File: config.mk
export PLATFORM = sky130hd
export DESIGN_NAME = scanline_lane_midpoint_finder
export DESIGN_NICKNAME = d
export VERILOG_FILES = /design/src/hdl/slmf_pkg.sv /design/src/hdl/scanline_lane_midpoint_finder.sv /design/src/hdl/slmf_cell.sv /design/src/hdl/slmf_run_tracker.sv
export SDC_FILE = /design/constraint.sdc
export NUM_CORES = 1
export LEC_CHECK = 0
export ABC_CLOCK_PERIOD_IN_PS = 4180
export BUFFER_PORTS_ARGS = -buffer_cell sky130_fd_sc_hd__clkbuf_2
export CELL_PAD_IN_SITES_DETAIL_PLACEMENT = 1
export CELL_PAD_IN_SITES_GLOBAL_PLACEMENT = 2
export CORE_ASPECT_RATIO = 1.4
export CORE_MARGIN = 2
export CORE_UTILIZATION = 35
export DETAILED_ROUTE_END_ITERATION = 12
export PLACE_DENSITY = 0.77
export REMOVE_ABC_BUFFERS = 1
export SYNTH_ARGS = -nofsm -noshare
export SYNTH_HDL_FRONTEND = slang
export SYNTH_SLANG_ARGS = --single-unit
export TNS_END_PERCENT = 10
File: constraint.sdc
create_clock -name clock -period 4.18 [get_ports clock]
set_input_delay 0.418 -clock clock [delete_from_list [all_inputs] [get_ports clock]]
set_output_delay 0.418 -clock clock [all_outputs]
set_load 0.005 [all_outputs]
File: src/hdl/slmf_pkg.sv
// ----------------------------------------------------------------------------
// slmf_pkg
// Shared types, sizes and helpers for the scan line lane midpoint finder.
// ----------------------------------------------------------------------------
package slmf_pkg;

   // line and segment limits
   localparam int LINE_MAX     = 1024;
   localparam int MAX_SEGMENTS = 128;
   localparam int WIN_DEPTH    = 5;

   // derived widths
   localparam int IDX_W = $clog2(LINE_MAX);        // pixel position
   localparam int CNT_W = $clog2(LINE_MAX + 1);    // saturating pixel counter
   localparam int SEG_W = $clog2(MAX_SEGMENTS + 1);
   localparam int PIX_W = 8;
   localparam int MID_W = 10;
   localparam int CSR_IDX_W = 2;
   localparam int CSR_DAT_W = 8;

   // register indexes
   localparam logic [CSR_IDX_W-1:0] REG_LEVEL_BLACK = 2'd0;
   localparam logic [CSR_IDX_W-1:0] REG_LEVEL_GREY  = 2'd1;
   localparam logic [CSR_IDX_W-1:0] REG_LEVEL_WHITE = 2'd2;

   // pixel classes
   typedef logic [1:0] cls_type;
   localparam cls_type CLS_NONE  = 2'd0;
   localparam cls_type CLS_BLACK = 2'd1;
   localparam cls_type CLS_GREY  = 2'd2;
   localparam cls_type CLS_WHITE = 2'd3;

   // lane signature, oldest run first
   localparam cls_type LANE_PATTERN [WIN_DEPTH] =
      '{CLS_BLACK, CLS_WHITE, CLS_GREY, CLS_WHITE, CLS_BLACK};

   // one closed run
   typedef struct packed {
      cls_type          cls;
      logic [IDX_W-1:0] first;
      logic [IDX_W-1:0] last;
   } run_type;

   // runs closed by one pixel beat
   typedef struct packed {
      logic    eol;      // beat carries last pixel of the line
      logic    push_a;   // run closed by a class change
      run_type run_a;
      logic    push_b;   // run closed by end of line
      run_type run_b;
   } run_evt_type;

   // floor mean of run bounds
   function automatic logic [IDX_W-1:0] run_mid(input run_type r);
      logic [IDX_W:0] sum;
      sum = {1'b0, r.first} + {1'b0, r.last};
      return sum[IDX_W:1];
   endfunction

endpackage

File: src/hdl/scanline_lane_midpoint_finder.sv
// ----------------------------------------------------------------------------
// scanline_lane_midpoint_finder
// Finds the center of the grey lane between white markings on a scan line.
// ----------------------------------------------------------------------------
// Pixels enter on the req_ stream, one beat per pixel, req_tlast on the final
// pixel of the line. One pixel per clock is sustained while req_tready is high.
// Closed runs move through a row of five window cells, one step per closed run.
// One result beat leaves on the rsp_ stream per line, registered once the
// last pixel is taken: rsp_tuser is found, rsp_tdata the grey run midpoint
// (zero when not found).
// The result sits in an output register backed by one skid entry, so pixels
// keep flowing while a result waits. req_tready drops only when both hold a
// result, that is when the receiver stalls across two line ends.
// The csr_ port writes the black, grey and white levels (index 0, 1, 2); it
// is always ready and writes to index 3 are ignored.
// Synchronous reset clears line state and the result valid flags, and sets
// levels to 0, 128 and 255. No clearing pass is needed.
// ----------------------------------------------------------------------------
module scanline_lane_midpoint_finder (
   input  logic                            clock,
   input  logic                            reset,
   // pixel stream
   input  logic                            req_tvalid,
   output logic                            req_tready,
   input  logic [7:0]                      req_tdata,   // [7:0] pixel
   input  logic                            req_tlast,   // last_pixel
   // result stream
   output logic                            rsp_tvalid,
   input  logic                            rsp_tready,
   output logic [15:0]                     rsp_tdata,   // [9:0] midpoint, rest zero
   output logic                            rsp_tuser,   // found
   // register writes
   input  logic                            csr_valid,
   output logic                            csr_ready,
   input  logic [slmf_pkg::CSR_IDX_W-1:0]  csr_index,
   input  logic [slmf_pkg::CSR_DAT_W-1:0]  csr_data
);
   import slmf_pkg::*;

   logic [PIX_W-1:0] level_black_ff, level_grey_ff, level_white_ff;

   run_evt_type evt;
   run_type     win [WIN_DEPTH];
   logic        win_shift;

   logic [SEG_W-1:0] seg_ff, seg_in, seg_a;
   logic             seen_ff, seen_in, seen_a, seen_b;
   logic [IDX_W-1:0] mid_ff, mid_in, mid_a, mid_b;
   logic             ok_a, ok_b, hit_a, hit_b;
   cls_type          cls_b [WIN_DEPTH];
   run_type          grey_b;

   logic             out_v_ff, skid_v_ff, out_v_in, skid_v_in;
   logic             out_found_ff, skid_found_ff, out_found_in, skid_found_in;
   logic [MID_W-1:0] out_mid_ff, skid_mid_ff, out_mid_in, skid_mid_in;
   logic             res_v;
   logic             res_found;
   logic [MID_W-1:0] res_mid;

   // configuration
   assign csr_ready = 1'b1;

   always_ff @(posedge clock) begin
      if (reset) begin
         level_black_ff <= 8'd0;
         level_grey_ff  <= 8'd128;
         level_white_ff <= 8'd255;
      end else if (csr_valid && csr_ready) begin
         case (csr_index)
            REG_LEVEL_BLACK: level_black_ff <= csr_data;
            REG_LEVEL_GREY:  level_grey_ff  <= csr_data;
            REG_LEVEL_WHITE: level_white_ff <= csr_data;
            default: ;
         endcase
      end
   end

   // pixel classification and run tracking
   assign req_tready = !skid_v_ff;

   slmf_run_tracker u_tracker (
      .clock       (clock),
      .reset       (reset),
      .accept      (req_tvalid && req_tready),
      .pixel       (req_tdata[PIX_W-1:0]),
      .last_pixel  (req_tlast),
      .level_black (level_black_ff),
      .level_grey  (level_grey_ff),
      .level_white (level_white_ff),
      .evt         (evt)
   );

   // window row, newest run in the top cell
   assign win_shift = ok_a && !evt.eol;

   for (genvar k = 0; k < WIN_DEPTH; k++) begin : g_win
      if (k == WIN_DEPTH - 1) begin : g_top
         slmf_cell u_cell (
            .clock   (clock),
            .reset   (reset),
            .shift   (win_shift),
            .clear   (evt.eol),
            .run_in  (evt.run_a),
            .run_out (win[k])
         );
      end else begin : g_mid
         slmf_cell u_cell (
            .clock   (clock),
            .reset   (reset),
            .shift   (win_shift),
            .clear   (evt.eol),
            .run_in  (win[k+1]),
            .run_out (win[k])
         );
      end
   end

   // pattern check; the end-of-line run may follow a class change run
   always_comb begin
      ok_a  = evt.push_a && (seg_ff < SEG_W'(MAX_SEGMENTS));
      hit_a = ok_a && !seen_ff && (evt.run_a.cls == LANE_PATTERN[WIN_DEPTH-1]);
      for (int k = 0; k < WIN_DEPTH - 1; k++) begin
         if (win[k+1].cls != LANE_PATTERN[k]) begin
            hit_a = 1'b0;
         end
      end
      seg_a  = ok_a ? seg_ff + SEG_W'(1) : seg_ff;
      seen_a = seen_ff || hit_a;
      mid_a  = hit_a ? run_mid(win[3]) : mid_ff;

      // window as seen by the end-of-line run
      for (int k = 0; k < WIN_DEPTH - 2; k++) begin
         cls_b[k] = ok_a ? win[k+2].cls : win[k+1].cls;
      end
      cls_b[WIN_DEPTH-2] = ok_a ? evt.run_a.cls : win[WIN_DEPTH-1].cls;
      cls_b[WIN_DEPTH-1] = evt.run_b.cls;
      grey_b = ok_a ? win[4] : win[3];

      ok_b  = evt.push_b && (seg_a < SEG_W'(MAX_SEGMENTS));
      hit_b = ok_b && !seen_a;
      for (int k = 0; k < WIN_DEPTH; k++) begin
         if (cls_b[k] != LANE_PATTERN[k]) begin
            hit_b = 1'b0;
         end
      end
      seen_b = seen_a || hit_b;
      mid_b  = hit_b ? run_mid(grey_b) : mid_a;

      // line state
      if (evt.eol) begin
         seg_in  = '0;
         seen_in = 1'b0;
         mid_in  = '0;
      end else begin
         seg_in  = seg_a;
         seen_in = seen_a;
         mid_in  = mid_a;
      end

      res_v     = evt.eol;
      res_found = seen_b;
      res_mid   = seen_b ? MID_W'(mid_b) : '0;
   end

   always_ff @(posedge clock) begin
      if (reset) begin
         seg_ff  <= '0;
         seen_ff <= 1'b0;
         mid_ff  <= '0;
      end else begin
         seg_ff  <= seg_in;
         seen_ff <= seen_in;
         mid_ff  <= mid_in;
      end
   end

   // output register with one skid entry
   always_comb begin
      out_v_in      = out_v_ff;
      out_found_in  = out_found_ff;
      out_mid_in    = out_mid_ff;
      skid_v_in     = skid_v_ff;
      skid_found_in = skid_found_ff;
      skid_mid_in   = skid_mid_ff;
      if (!out_v_ff || rsp_tready) begin
         if (skid_v_ff) begin
            out_v_in     = 1'b1;
            out_found_in = skid_found_ff;
            out_mid_in   = skid_mid_ff;
            skid_v_in    = 1'b0;
         end else begin
            out_v_in     = res_v;
            out_found_in = res_found;
            out_mid_in   = res_mid;
         end
      end else if (res_v) begin
         skid_v_in     = 1'b1;
         skid_found_in = res_found;
         skid_mid_in   = res_mid;
      end
   end

   always_ff @(posedge clock) begin
      if (reset) begin
         out_v_ff  <= 1'b0;
         skid_v_ff <= 1'b0;
      end else begin
         out_v_ff  <= out_v_in;
         skid_v_ff <= skid_v_in;
      end
      out_found_ff  <= out_found_in;
      out_mid_ff    <= out_mid_in;
      skid_found_ff <= skid_found_in;
      skid_mid_ff   <= skid_mid_in;
   end

   assign rsp_tvalid = out_v_ff;
   assign rsp_tuser  = out_found_ff;
   assign rsp_tdata  = {{(16 - MID_W){1'b0}}, out_mid_ff};

endmodule

File: src/hdl/slmf_cell.sv
// ----------------------------------------------------------------------------
// slmf_cell
// One window slot: holds a closed run and hands it to the older neighbor.
// ----------------------------------------------------------------------------
module slmf_cell (
   input  logic             clock,
   input  logic             reset,
   input  logic             shift,
   input  logic             clear,
   input  slmf_pkg::run_type run_in,
   output slmf_pkg::run_type run_out
);
   import slmf_pkg::*;

   run_type entry_ff;

   // class is control state; bounds only matter behind a nonzero class
   always_ff @(posedge clock) begin
      if (reset || clear) begin
         entry_ff.cls <= CLS_NONE;
      end else if (shift) begin
         entry_ff.cls <= run_in.cls;
      end
      if (shift) begin
         entry_ff.first <= run_in.first;
         entry_ff.last  <= run_in.last;
      end
   end

   assign run_out = entry_ff;

endmodule

File: src/hdl/slmf_run_tracker.sv
// ----------------------------------------------------------------------------
// slmf_run_tracker
// Classifies pixels, tracks the open run and reports runs as they close.
// ----------------------------------------------------------------------------
module slmf_run_tracker (
   input  logic                        clock,
   input  logic                        reset,
   input  logic                        accept,
   input  logic [slmf_pkg::PIX_W-1:0]  pixel,
   input  logic                        last_pixel,
   input  logic [slmf_pkg::PIX_W-1:0]  level_black,
   input  logic [slmf_pkg::PIX_W-1:0]  level_grey,
   input  logic [slmf_pkg::PIX_W-1:0]  level_white,
   output slmf_pkg::run_evt_type       evt
);
   import slmf_pkg::*;

   logic [CNT_W-1:0] idx_ff, idx_in;
   cls_type          run_cls_ff, run_cls_in;
   logic [IDX_W-1:0] run_start_ff, run_start_in;

   logic             in_range;
   logic [IDX_W-1:0] pos;
   cls_type          cls;
   logic             change;
   cls_type          open_cls;
   logic [IDX_W-1:0] open_start;

   // classify, black first
   always_comb begin
      in_range = (idx_ff < CNT_W'(LINE_MAX));
      pos      = idx_ff[IDX_W-1:0];
      cls      = CLS_NONE;
      if (in_range) begin
         if (pixel == level_black) begin
            cls = CLS_BLACK;
         end else if (pixel == level_grey) begin
            cls = CLS_GREY;
         end else if (pixel == level_white) begin
            cls = CLS_WHITE;
         end
      end
      change     = (cls != CLS_NONE) && (cls != run_cls_ff);
      open_cls   = change ? cls : run_cls_ff;
      open_start = change ? pos : run_start_ff;
   end

   // closed runs of this beat
   always_comb begin
      evt.eol         = accept && last_pixel;
      evt.push_a      = accept && change && (run_cls_ff != CLS_NONE);
      evt.run_a.cls   = run_cls_ff;
      evt.run_a.first = run_start_ff;
      evt.run_a.last  = pos - IDX_W'(1);
      evt.push_b      = accept && last_pixel && (open_cls != CLS_NONE);
      evt.run_b.cls   = open_cls;
      evt.run_b.first = open_start;
      evt.run_b.last  = in_range ? pos : IDX_W'(LINE_MAX - 1);
   end

   // line state update, counter saturates at the line limit
   always_comb begin
      idx_in       = idx_ff;
      run_cls_in   = run_cls_ff;
      run_start_in = run_start_ff;
      if (accept) begin
         if (last_pixel) begin
            idx_in       = '0;
            run_cls_in   = CLS_NONE;
            run_start_in = '0;
         end else begin
            run_cls_in   = open_cls;
            run_start_in = open_start;
            if (in_range) begin
               idx_in = idx_ff + CNT_W'(1);
            end
         end
      end
   end

   always_ff @(posedge clock) begin
      if (reset) begin
         idx_ff       <= '0;
         run_cls_ff   <= CLS_NONE;
         run_start_ff <= '0;
      end else begin
         idx_ff       <= idx_in;
         run_cls_ff   <= run_cls_in;
         run_start_ff <= run_start_in;
      end
   end

endmodule

Yosys cells after proc, flatten, opt, wreduce, memory -nomap -nowiden
Cells that the tools add are included.
W data, S select, Z words.
- word-level logic and storage cells: 114
- flip-flop bits (word level): 138
- input bits: 24
- output and inout port bits: 20
- equal/unequal tests: 16
- reduce and logical (&&, ||, !) cells: 35
- order comparisons: 3
- bitwise operators: 1
- mux-type cells: 31
- $add $sub $neg: 5
- operators with widths (operator ; number):
    $mux W10 ; 6
    $eq A8 B8 Y1 ; 3
    $add A10 B10 Y11 ; 2
    $mux W11 ; 2
    $mux W2 ; 10
    $mux W20 ; 1
    $lt A8 B8 Y1 const B ; 2
    $logic_and A1 B1 Y1 ; 12
    $ne A2 B2 Y1 const B ; 6
    $reduce_and A2 Y1 ; 6
    $add A11 B1 Y11 const B ; 1
    $lt A11 B11 Y1 const B ; 1
    $mux W1 ; 11
    $reduce_bool A2 Y1 ; 5
    $sub A10 B1 Y10 const B ; 1
    $add A8 B1 Y8 const B ; 1
    $mux W8 ; 1
    $ne A2 B1 Y1 const B ; 3
    $logic_not A1 Y1 ; 5
    $eq A2 B1 Y1 const B ; 2
    $logic_or A1 B1 Y1 ; 4
    $reduce_or A2 Y1 ; 2
    $eq A2 B2 Y1 const B ; 1
    $logic_not A2 Y1 ; 1
    other kinds (2) ; 2

Longest topological paths before layout
Gate-level depths: netlist (run 1).
- word-level depth: 27
- depth in mapped cells: 21
- gate-level depth less buffers: 19

Hierarchy
Synthesis (run 1) repeated with hierarchy kept, for this count alone.
- cell total of the unflattened synthesis: 742
- area, all modules: 8247.9 um^2
- by module, submodules not included (module ; cells an instance ; seq. area each (um^2) ; instances ; area each (um^2)):
    scanline_lane_midpoint_finder ; 431 ; 1561.5 ; 1 ; 3832.4
    slmf_cell ; 26 ; 640.6 ; 4 ; 670.6
    slmf_run_tracker ; 207 ; 460.4 ; 1 ; 1732.9

Worst setup path after synthesis (run 1)
No wires, ideal clock.
- path type: input-to-reg
- from: in req_tdata[6]
- to: reg out_mid_ff[7], data pin
- setup slack: -0.384 ns
- required time: 3.918 ns
- buffers on the path: 1
- stages on the path: 19
- setup time: 0.262 ns
- data arrival time: 4.302 ns
- cell sequence: xor2_1 nor4_1 and2_1 mux2_4 a2111oi_4 clkbuf_1 nand2_1 nand2_1 inv_1 fa_1 nor2b_1 o21ai_0 a21oi_1 o21ai_0 a21oi_1 o21ai_0 a21boi_0 o32ai_2 mux2_1
- cells in the longest elaborated chain, start to end: 27
- elaborated cells between the ends (all ways): 49
- classes of those cells: add/sub: 1; order compare: 1; eq/ne: 9; mux: 24; reduce/logical: 14
- ends and longest elaborated chain (what ; line ; text):
    start, declared ; scanline_lane_midpoint_finder.sv:25 ; input logic [7:0] req_tdata,
    $eq A8 B8 Y1 ; slmf_run_tracker.sv:39 ; end else if (pixel == level_white) begin
    $mux W2 ; slmf_run_tracker.sv:39 ;
    $mux W2 ; slmf_run_tracker.sv:37 ; end else if (pixel == level_grey) begin
    $mux W2 * ; slmf_run_tracker.sv:35 ; if (pixel == level_black) begin
    $mux W2 * ; slmf_run_tracker.sv:34 ; if (in_range) begin
    branches (longest 20 deep; another with $lt A8 B8 Y1) ; n/a ;
    $mux W10 * ; scanline_lane_midpoint_finder.sv:162 ; res_mid = seen_b ? MID_W'(mid_b) : '0;
    net res_mid[7] ; scanline_lane_midpoint_finder.sv:58 ; logic [MID_W-1:0] res_mid;
    $mux W10 * ; scanline_lane_midpoint_finder.sv:186 ; if (skid_v_ff) begin
    end signal, assigned ; scanline_lane_midpoint_finder.sv:212 ; out_mid_ff <= out_mid_in;
    end, declared ; scanline_lane_midpoint_finder.sv:55 ; logic [MID_W-1:0] out_mid_ff, skid_mid_ff, out_mid_in, skid_mid_in;
Mark *: on every way through the listed nets, which the timed path passes.
A chain may end at the register's enable or synchronous reset.

Worst setup path in the final report (run 1)
- from: reg level_grey_ff[0]
- to: reg out_mid_ff[7], data pin
- cells in the longest elaborated chain, start to end: 26
- elaborated cells between the ends (all ways): 46
- classes of those cells: add/sub: 1; order compare: 1; eq/ne: 7; mux: 23; reduce/logical: 14
- ends and longest elaborated chain (what ; line ; text):
    start, declared ; scanline_lane_midpoint_finder.sv:40 ; logic [PIX_W-1:0] level_black_ff, level_grey_ff, level_white_ff;
    start signal, assigned ; scanline_lane_midpoint_finder.sv:71 ; REG_LEVEL_GREY: level_grey_ff <= csr_data;
    $eq A8 B8 Y1 * ; slmf_run_tracker.sv:37 ;
    $mux W2 * ; slmf_run_tracker.sv:37 ;
    $mux W2 * ; slmf_run_tracker.sv:35 ;
    $mux W2 * ; slmf_run_tracker.sv:34 ;
    branches (longest 20 deep; another with $lt A8 B8 Y1) ; n/a ;
    $mux W10 * ; scanline_lane_midpoint_finder.sv:162 ;
    net res_mid[7] ; scanline_lane_midpoint_finder.sv:58 ;
    $mux W10 * ; scanline_lane_midpoint_finder.sv:186 ;
Marks and branches as above.

==> results of run 1 <==
-- report_power, final --
part	leakage, µW	switching [µW]	total, µW	internal, µW
Combinational	0.00181	82.3	138	55.9
Sequential	0.00122	11.7	1430	1420
Clock	0.000292	591	1490	896
-- worst reg2reg max path, cell delays in order (launching register included) --
cell and delay, ns:
dfxtp_2 0.33, xor2_2 0.18, nor4_2 0.32, and2_4 0.20, mux2_4 0.32, a2111oi_4 0.37
buf_6 0.19, and3_4 0.20, a21oi_2 0.04, fa_2 0.39, nor2b_4 0.14, o21ai_2 0.08
a21oi_2 0.21, o21ai_2 0.09, a21oi_2 0.17, o21ai_2 0.10, a21boi_2 0.18, o32ai_2 0.12
mux2_4 0.28
-- layout by cell type, fill, tap and decap left out, types with 5 or more instances in the layout --
cell / count
nand2_2: 6
xnor2_1: 13
dfxtp_1: 74
ha_1: 19
nor2_1: 50
nand4_1: 5
nor3_1: 11
mux2_2: 6
o211ai_1: 8
mux2_4: 5
xor2_1: 36
o21ai_0: 9
edfxtp_1: 62
buf_4: 43
nand2b_1: 5
conb_1: 7
a22oi_1: 11
clkbuf_16: 20
mux2i_1: 17
nand2_1: 124
a21oi_1: 43
nand3b_1: 12
a21oi_2: 6
clkbuf_2: 36
or3_1: 8
inv_1: 19
buf_6: 9
-- worst max path at each step --
| stage | slack [ns] | to |
|---|---|---|
| 2_1_floorplan | -0.54 | out_mid_ff[7] |
| 3_3_place_gp | -0.49 | out_mid_ff[9] |
| 3_5_place_dp | -0.62 | out_mid_ff[9] |
| 4_1_cts | -0.002 | out_mid_ff[6] |
| 5_1_grt | -0.16 | out_mid_ff[7] |
| 6_report | 0.02 | out_mid_ff[7] |
-- sequential cells by signal, summed over array words and instances (netlist names), 2 cells and up --
| name | flops |
|---|---|
| out_mid_ff | 10 |
| seg_ff | 8 |
| level_black_ff | 8 |
| mid_ff | 10 |
| u_tracker.run_start_ff | 10 |
| g_win.g_mid.u_cell.run_out | 26 |
| u_tracker.idx_ff | 11 |
| g_win.g_top.u_cell.run_out | 22 |
| level_grey_ff | 8 |
| u_tracker.run_cls_ff | 2 |
| skid_mid_ff | 10 |
| level_white_ff | 8 |
-- per-stage QoR --
stage                     instances  TNS [ns]  worst slack [ns]
after CTS                      1011  -0.00189          -0.00189
after detailed placement        967     -3.54            -0.618
after global routing           1015    -0.765            -0.159
after global placement          967     -2.49            -0.487
after floorplan                 649     -2.41            -0.538
final                          1015         0            0.0165
-- metal layers --
metal	up-vias	track usage, %	part of all wire (%)
li1	2518	-	-
met1	2573	18.4	37
met2	81	35.1	57
met3	33	3.61	2.2
met4	0	7.43	2.9
met5	-	0	0
-- cell families after synthesis --
logic type,Yosys count
simple gates,265
mux,28
compound gates,116
other cells,2
xor+xnor,51
flops,138
fa+ha+maj,23
buf+inv,55
-- timing repair --
| item | CTS | global route |
|---|---|---|
| endpoints found under the setup margin | 9 | 14 |
| setup buffers | 13 | 8 |
| resized for setup | 23 | 43 |
| pin swaps | 18 | 29 |
-- area by class of cell --
cell class	instances	area, µm²	area share, %
inverter	21	78.8	0.948
timing repair buffer	90	639	7.69
multi-input combinational	490	3320	39.9
clock inverter	8	52.6	0.632
tap	244	305	3.67
clock buffer	24	536	6.44
sequential	138	3390	40.7
==> impl_metrics.env, run 1 <==
export IMPL_status="finished, final reports clean"
export IMPL_r2r_end="out_mid_ff[7]"
export IMPL_synthAdderAreaFrac_pct=4.53
export IMPL_ir_worst_vdd_mv=0.265
export IMPL_timing_fmax_mhz=240
export IMPL_fillers=2128
export IMPL_grt_pass1_vias=5738
export IMPL_io_buffers=36
export IMPL_postSynth_topFlopCell="dfxtp_1"
export IMPL_first_iter_violations=174
export IMPL_syn_to_final_growth_pct=24.3
export IMPL_total_power_uw=3060
export IMPL_cp_startpoint="level_grey_ff[0]"
export IMPL_synthMuxAreaShare_pct=4.45
export IMPL_grt_pass1_wl_um=28800
export IMPL_slowest_stage="fa_2"
export IMPL_worstPathArrival_ns=4.34
export IMPL_cts_buffers_inserted=17
export IMPL_num_rows=59
export IMPL_endpoint_kind="flop"
export IMPL_syn_inst=678
export IMPL_synth_top_area_cell="edfxtp_1"
export IMPL_syn_area_mm2=0.00669
export IMPL_synth_compound_area_share_pct=11.6
export IMPL_grt_antenna_before_repair=0
export IMPL_root_buffer="clkbuf_16"
export IMPL_hold_class="in -> reg"
export IMPL_synth_warnings=0
export IMPL_ys_async_sr_fraction_pct=0
export IMPL_finalMaxSlewViolations=0
export IMPL_yosysMostFrequentCell="nand2_1"
export IMPL_place_gp_congestion=0.812
export IMPL_utilization_pct=44.5
export IMPL_crit_required_ns=4.35
export IMPL_worst_path_buf_inv=1
export IMPL_vias=5205
export IMPL_timing_slew_headroom_pct=33.3
export IMPL_fp_dieH_um=168
export IMPL_path_max_fanout=4
export IMPL_synth_top_family_by_area="simple AND/OR/NAND/NOR gates"
export IMPL_finClkSkew_ns=0.00852
export IMPL_synthXorXnorAreaFrac_pct=6.68
export IMPL_synth_area_per_cell_um2=9.86
export IMPL_critPathKind="reg -> reg"
export IMPL_hold_violations=0
export IMPL_synthTopCellsByCount="nand2_1, dfxtp_1, edfxtp_1"
export IMPL_tritoncts="yes"
export IMPL_initial_utilization_pct=35.8
export IMPL_h_tree_depth=4
export IMPL_setup_viol=0
export IMPL_coreArea_mm2=0.0187
export IMPL_clockBufferDepth=2
export IMPL_min_path_cells=3
export IMPL_netlist_area_leader_share_pct=27.8
export IMPL_cts_hold_fix_buffers=0
export IMPL_grt_use_total_pct=18.1
export IMPL_ff2ff_path_depth=18
export IMPL_synth_seq_cells=138
export IMPL_avgRoutedWirePerCell_um=17.7
export IMPL_dp_hpwl_um=12900
export IMPL_whs_endpoint="level_white_ff[3]"
export IMPL_io_pins=44
export IMPL_dpl_instance_area_mm2=0.00734
export IMPL_dr_pass1_iters=4
export IMPL_nets=805
export IMPL_antenna_cells=0
export IMPL_hold_path_startpoint="csr_data[3]"
export IMPL_drv_cap=0
export IMPL_yosysUniqueCellTypes=66
export IMPL_cp_start_kind="flop"
export IMPL_viasPerCell=5.13
export IMPL_clock_sinks=138
export IMPL_worstMarginPinSlew_ns=0.997
export IMPL_rsz0062_at_grt="true"
export IMPL_die_area_mm2=0.0202
export IMPL_whs_ns=0.239
export IMPL_route_detailed_drc=0
export IMPL_cp_depth=18
export IMPL_die_x_um=121
export IMPL_p_leak_uw=0.00332
export IMPL_drtAntennaViolNets=0
export IMPL_clk_pin_slew_worst_paths_ns=0.06
export IMPL_reg2reg_from="level_grey_ff[0]"
export IMPL_drive_gt1_share_pct=24.3
export IMPL_yosysSeqAreaShare_pct=50.6
export IMPL_path_cells="xor2_2 -> nor4_2 -> and2_4 -> mux2_4 -> a2111oi_4 -> buf_6 -> and3_4 -> a21oi_2 -> fa_2 -> nor2b_4 -> o21ai_2 -> a21oi_2 -> o21ai_2 -> a21oi_2 -> o21ai_2 -> a21boi_2 -> o32ai_2 -> mux2_4"
export IMPL_synth_edf_count=62
export IMPL_synth_simple_area_share_pct=18.4
export IMPL_cpLargestDelayFamily="compound AO/OA/AOI/OAI gates"
export IMPL_regToRegSetupSlack_ns=0.02
export IMPL_grt_max_degree=42
export IMPL_post_route_period_util_pct=99.6
export IMPL_powerDensity_mw_per_mm2=368
export IMPL_synth_area_leaders="edfxtp_1, dfxtp_1, nand2_1, xor2_1, ha_1"
export IMPL_drt_total_wl_um=18000
export IMPL_clk_latency_ns=0.43
export IMPL_max_stage_delay_ns=0.39
export IMPL_final_area_mm2=0.00831
export IMPL_finalWorstPathRequiredPeriod_ns=4.16
export IMPL_overflow=0
No activity file was read; power rests on OpenSTA's default activity.
==> inputs of run 2 (changes only) <==
--- a/config.mk
+++ b/config.mk
@@ -5,15 +5,16 @@
 export SDC_FILE = /design/constraint.sdc
 export NUM_CORES = 1
 export LEC_CHECK = 0
+export ABC_AREA = 1
 export ABC_CLOCK_PERIOD_IN_PS = 4180
 export BUFFER_PORTS_ARGS = -buffer_cell sky130_fd_sc_hd__clkbuf_2
 export CELL_PAD_IN_SITES_DETAIL_PLACEMENT = 1
 export CELL_PAD_IN_SITES_GLOBAL_PLACEMENT = 2
 export CORE_ASPECT_RATIO = 1.4
 export CORE_MARGIN = 2
-export CORE_UTILIZATION = 35
+export CORE_UTILIZATION = 33
 export DETAILED_ROUTE_END_ITERATION = 12
-export PLACE_DENSITY = 0.77
+export PLACE_DENSITY = 0.78
 export REMOVE_ABC_BUFFERS = 1
 export SYNTH_ARGS = -nofsm -noshare
 export SYNTH_HDL_FRONTEND = slang
==> run 2 against run 1 <==
Setup slack better by 0.46 ns. Total power up 1.7%. Clock-buffer cell count down 6. Cell count up 19%. Register-to-register slack better by 0.46 ns. Via count up 11%. Critical path type unchanged.
==> impl_metrics.env, run 2 <==
export IMPL_status="finished, final reports clean"
export IMPL_postSynth_topFlopCell="dfxtp_1"
export IMPL_powerDensity_mw_per_mm2=382
export IMPL_avgRoutedWirePerCell_um=14.9
export IMPL_num_rows=63
export IMPL_endpoint_kind="flop"
export IMPL_first_iter_violations=252
export IMPL_route_detailed_drc=0
export IMPL_crit_top_cell="nand2_1"
export IMPL_synthXorXnorAreaFrac_pct=2.75
export IMPL_r2r_end="out_mid_ff[9]"
export IMPL_cts_hold_fix_buffers=0
export IMPL_die_x_um=127
export IMPL_fin_tns_setup_ns=0
export IMPL_pre_cts_ws_ns=0.0633
export IMPL_antenna_cells=0
export IMPL_utilization_pct=38.7
export IMPL_slowest_stage="dfxtp_1"
export IMPL_viasPerCell=4.80
export IMPL_layout_setup_ws_ns=0.479
export IMPL_hold_class="in -> reg"
export IMPL_yosysSeqAreaShare_pct=48.2
export IMPL_final_common_cell="nand2_1"
export IMPL_tritoncts="yes"
export IMPL_reg2reg_from="level_black_ff[2]"
export IMPL_fillers=2545
export IMPL_synth_compound_area_share_pct=11.3
export IMPL_io_buffers=36
export IMPL_coreArea_mm2=0.0210
export IMPL_nets=977
export IMPL_overflow=0
export IMPL_regToRegSetupSlack_ns=0.48
export IMPL_grt_max_degree=41
export IMPL_finalWorstPathRequiredPeriod_ns=3.70
export IMPL_timing_slew_headroom_pct=31.6
export IMPL_initial_utilization_pct=33.3
export IMPL_finalMaxSlewViolations=0
export IMPL_io_pins=44
export IMPL_root_buffer="clkbuf_16"
export IMPL_grt_antenna_before_repair=0
export IMPL_dr_pass1_iters=4
export IMPL_die_area_mm2=0.0225
export IMPL_setup_viol=0
export IMPL_synth_edf_count=62
export IMPL_yosysMostFrequentCell="nand2_1"
export IMPL_cts_setup_buffers=0
export IMPL_ir_worst_vdd_mv=0.257
export IMPL_worstMarginPinSlew_ns=1.02
export IMPL_drt_total_wl_um=18000
export IMPL_fp_dieH_um=177
export IMPL_grt_pass1_vias=5895
export IMPL_timing_fmax_mhz=270
export IMPL_ys_async_sr_fraction_pct=0
export IMPL_clk_latency_ns=0.43
export IMPL_h_tree_depth=4
export IMPL_synthAdderAreaFrac_pct=4.31
export IMPL_dp_hpwl_um=13900
export IMPL_max_stage_delay_ns=0.33
export IMPL_synth_top_area_cell="edfxtp_1"
export IMPL_cts_buffers_inserted=17
export IMPL_finClkSkew_ns=0.0104
export IMPL_rsz0062_at_grt="false"
export IMPL_critPathKind="reg -> reg"
export IMPL_drtAntennaViolNets=0
export IMPL_clockBufferDepth=2
export IMPL_grt_pass1_wl_um=29400
export IMPL_clk_pin_slew_worst_paths_ns=0.06
export IMPL_vias=5772
export IMPL_hold_path_startpoint="csr_data[0]"
export IMPL_mostFrequentLayoutCells="nand2_1, inv_1, dfxtp_1"
export IMPL_synthTopCellsByCount="nand2_1, inv_1, dfxtp_1"
export IMPL_crit_required_ns=4.37
export IMPL_drive_gt1_share_pct=12.3
export IMPL_place_gp_congestion=0.888
export IMPL_min_path_cells=3
export IMPL_syn_area_mm2=0.00702
export IMPL_drv_cap=0
export IMPL_yosysUniqueCellTypes=44
export IMPL_p_leak_uw=0.00353
export IMPL_worstPathArrival_ns=3.89
export IMPL_hold_violations=0
export IMPL_synthMuxAreaShare_pct=0
export IMPL_largest_reg_flops=26
export IMPL_synth_area_leaders="edfxtp_1, dfxtp_1, nand2_1, inv_1, a21oi_1"
export IMPL_grt_use_total_pct=16.9
export IMPL_synth_warnings=0
export IMPL_synth_seq_cells=138
export IMPL_whs_endpoint="level_white_ff[0]"
export IMPL_netlist_area_leader_share_pct=26.5
export IMPL_synth_top_family_by_area="simple AND/OR/NAND/NOR gates"
export IMPL_synth_simple_area_share_pct=24.9
export IMPL_syn_inst=884
export IMPL_post_route_period_util_pct=88.5
export IMPL_clock_sinks=138
export IMPL_ff2ff_path_depth=29
export IMPL_cp_start_kind="flop"
export IMPL_syn_to_final_growth_pct=15.9
export IMPL_synth_area_per_cell_um2=7.94
export IMPL_path_max_fanout=22
-- run 2: worst max-delay path: cells and delay by family, from the launching register on --
family / cells / cell delay [ns]
compound gates: 8 / 1.13
flops: 1 / 0.33
simple gates: 16 / 1.39
buf+inv: 4 / 0.33
fa+ha+maj: 1 / 0.28
-- run 2: area by class of cell --
cell class	instances	area [µm²]	area share [%]
sequential	138	3380	41.6
multi-input combinational	607	3080	37.9
clock buffer	18	439	5.40
inverter	116	435	5.35
tap	260	325	4.00
timing repair buffer	50	310	3.81
clock inverter	14	161	1.98
-- run 2: worst max-delay path by stage --
stage               slack (ns)       endpoint               from  depth (start not counted)
finish                    0.48  out_mid_ff[9]  level_black_ff[2]                         29
global route              0.02  out_mid_ff[9]  level_white_ff[5]                         29
CTS                       0.27  out_mid_ff[9]  level_black_ff[2]                         27
detailed placement        0.06  out_mid_ff[9]       req_tdata[6]                         27
global placement          0.19  out_mid_ff[8]       req_tdata[6]                         24
floorplan                 0.40  out_mid_ff[7]       req_tdata[5]                         26
-- run 2: repair_timing --
item,CTS,global route
endpoints found under the hold margin,0,0
resized for setup,0,4
endpoints found under the setup margin,0,7
-- run 2: kinds of logic after synthesis --
kind of cell,count (synthesis)
adder cells (fa/ha/maj),23
AO/OA/AOI/OAI,147
buffers and inverters,144
XOR/XNOR,22
AND/OR/NAND/NOR,408
flip-flops,138
other,2
-- run 2: stage by stage --
step | hold WS (ns) | std cells | cell area (µm²) | power (µW)
floorplan | 0.409 | 861 | 6880 | 1540
global placement | 0.412 | 1171 | 7520 | 1600
detailed placement | 0.417 | 1171 | 7520 | 1600
CTS | 0.227 | 1203 | 8120 | 3150
global route | 0.239 | 1203 | 8140 | 3230
finish | 0.236 | 1203 | 8140 | 3110
-- run 2: power by group --
group / internal, µW / total, µW / switching [µW]
Clock: 908 / 1540 / 634
Combinational: 44.9 / 137 / 91.7
Sequential: 1420 / 1430 / 9.29
-- run 2: routing by layer --
layer | wire (µm) | up-vias | share of wire (%) | GRT usage, %
li1 | - | 2973 | - | -
met1 | 7180 | 2699 | 40 | 17.3
met2 | 9770 | 70 | 54 | 32.6
met3 | 377 | 30 | 2.1 | 3.36
met4 | 641 | 0 | 3.6 | 7.74
met5 | 0 | - | 0 | 0
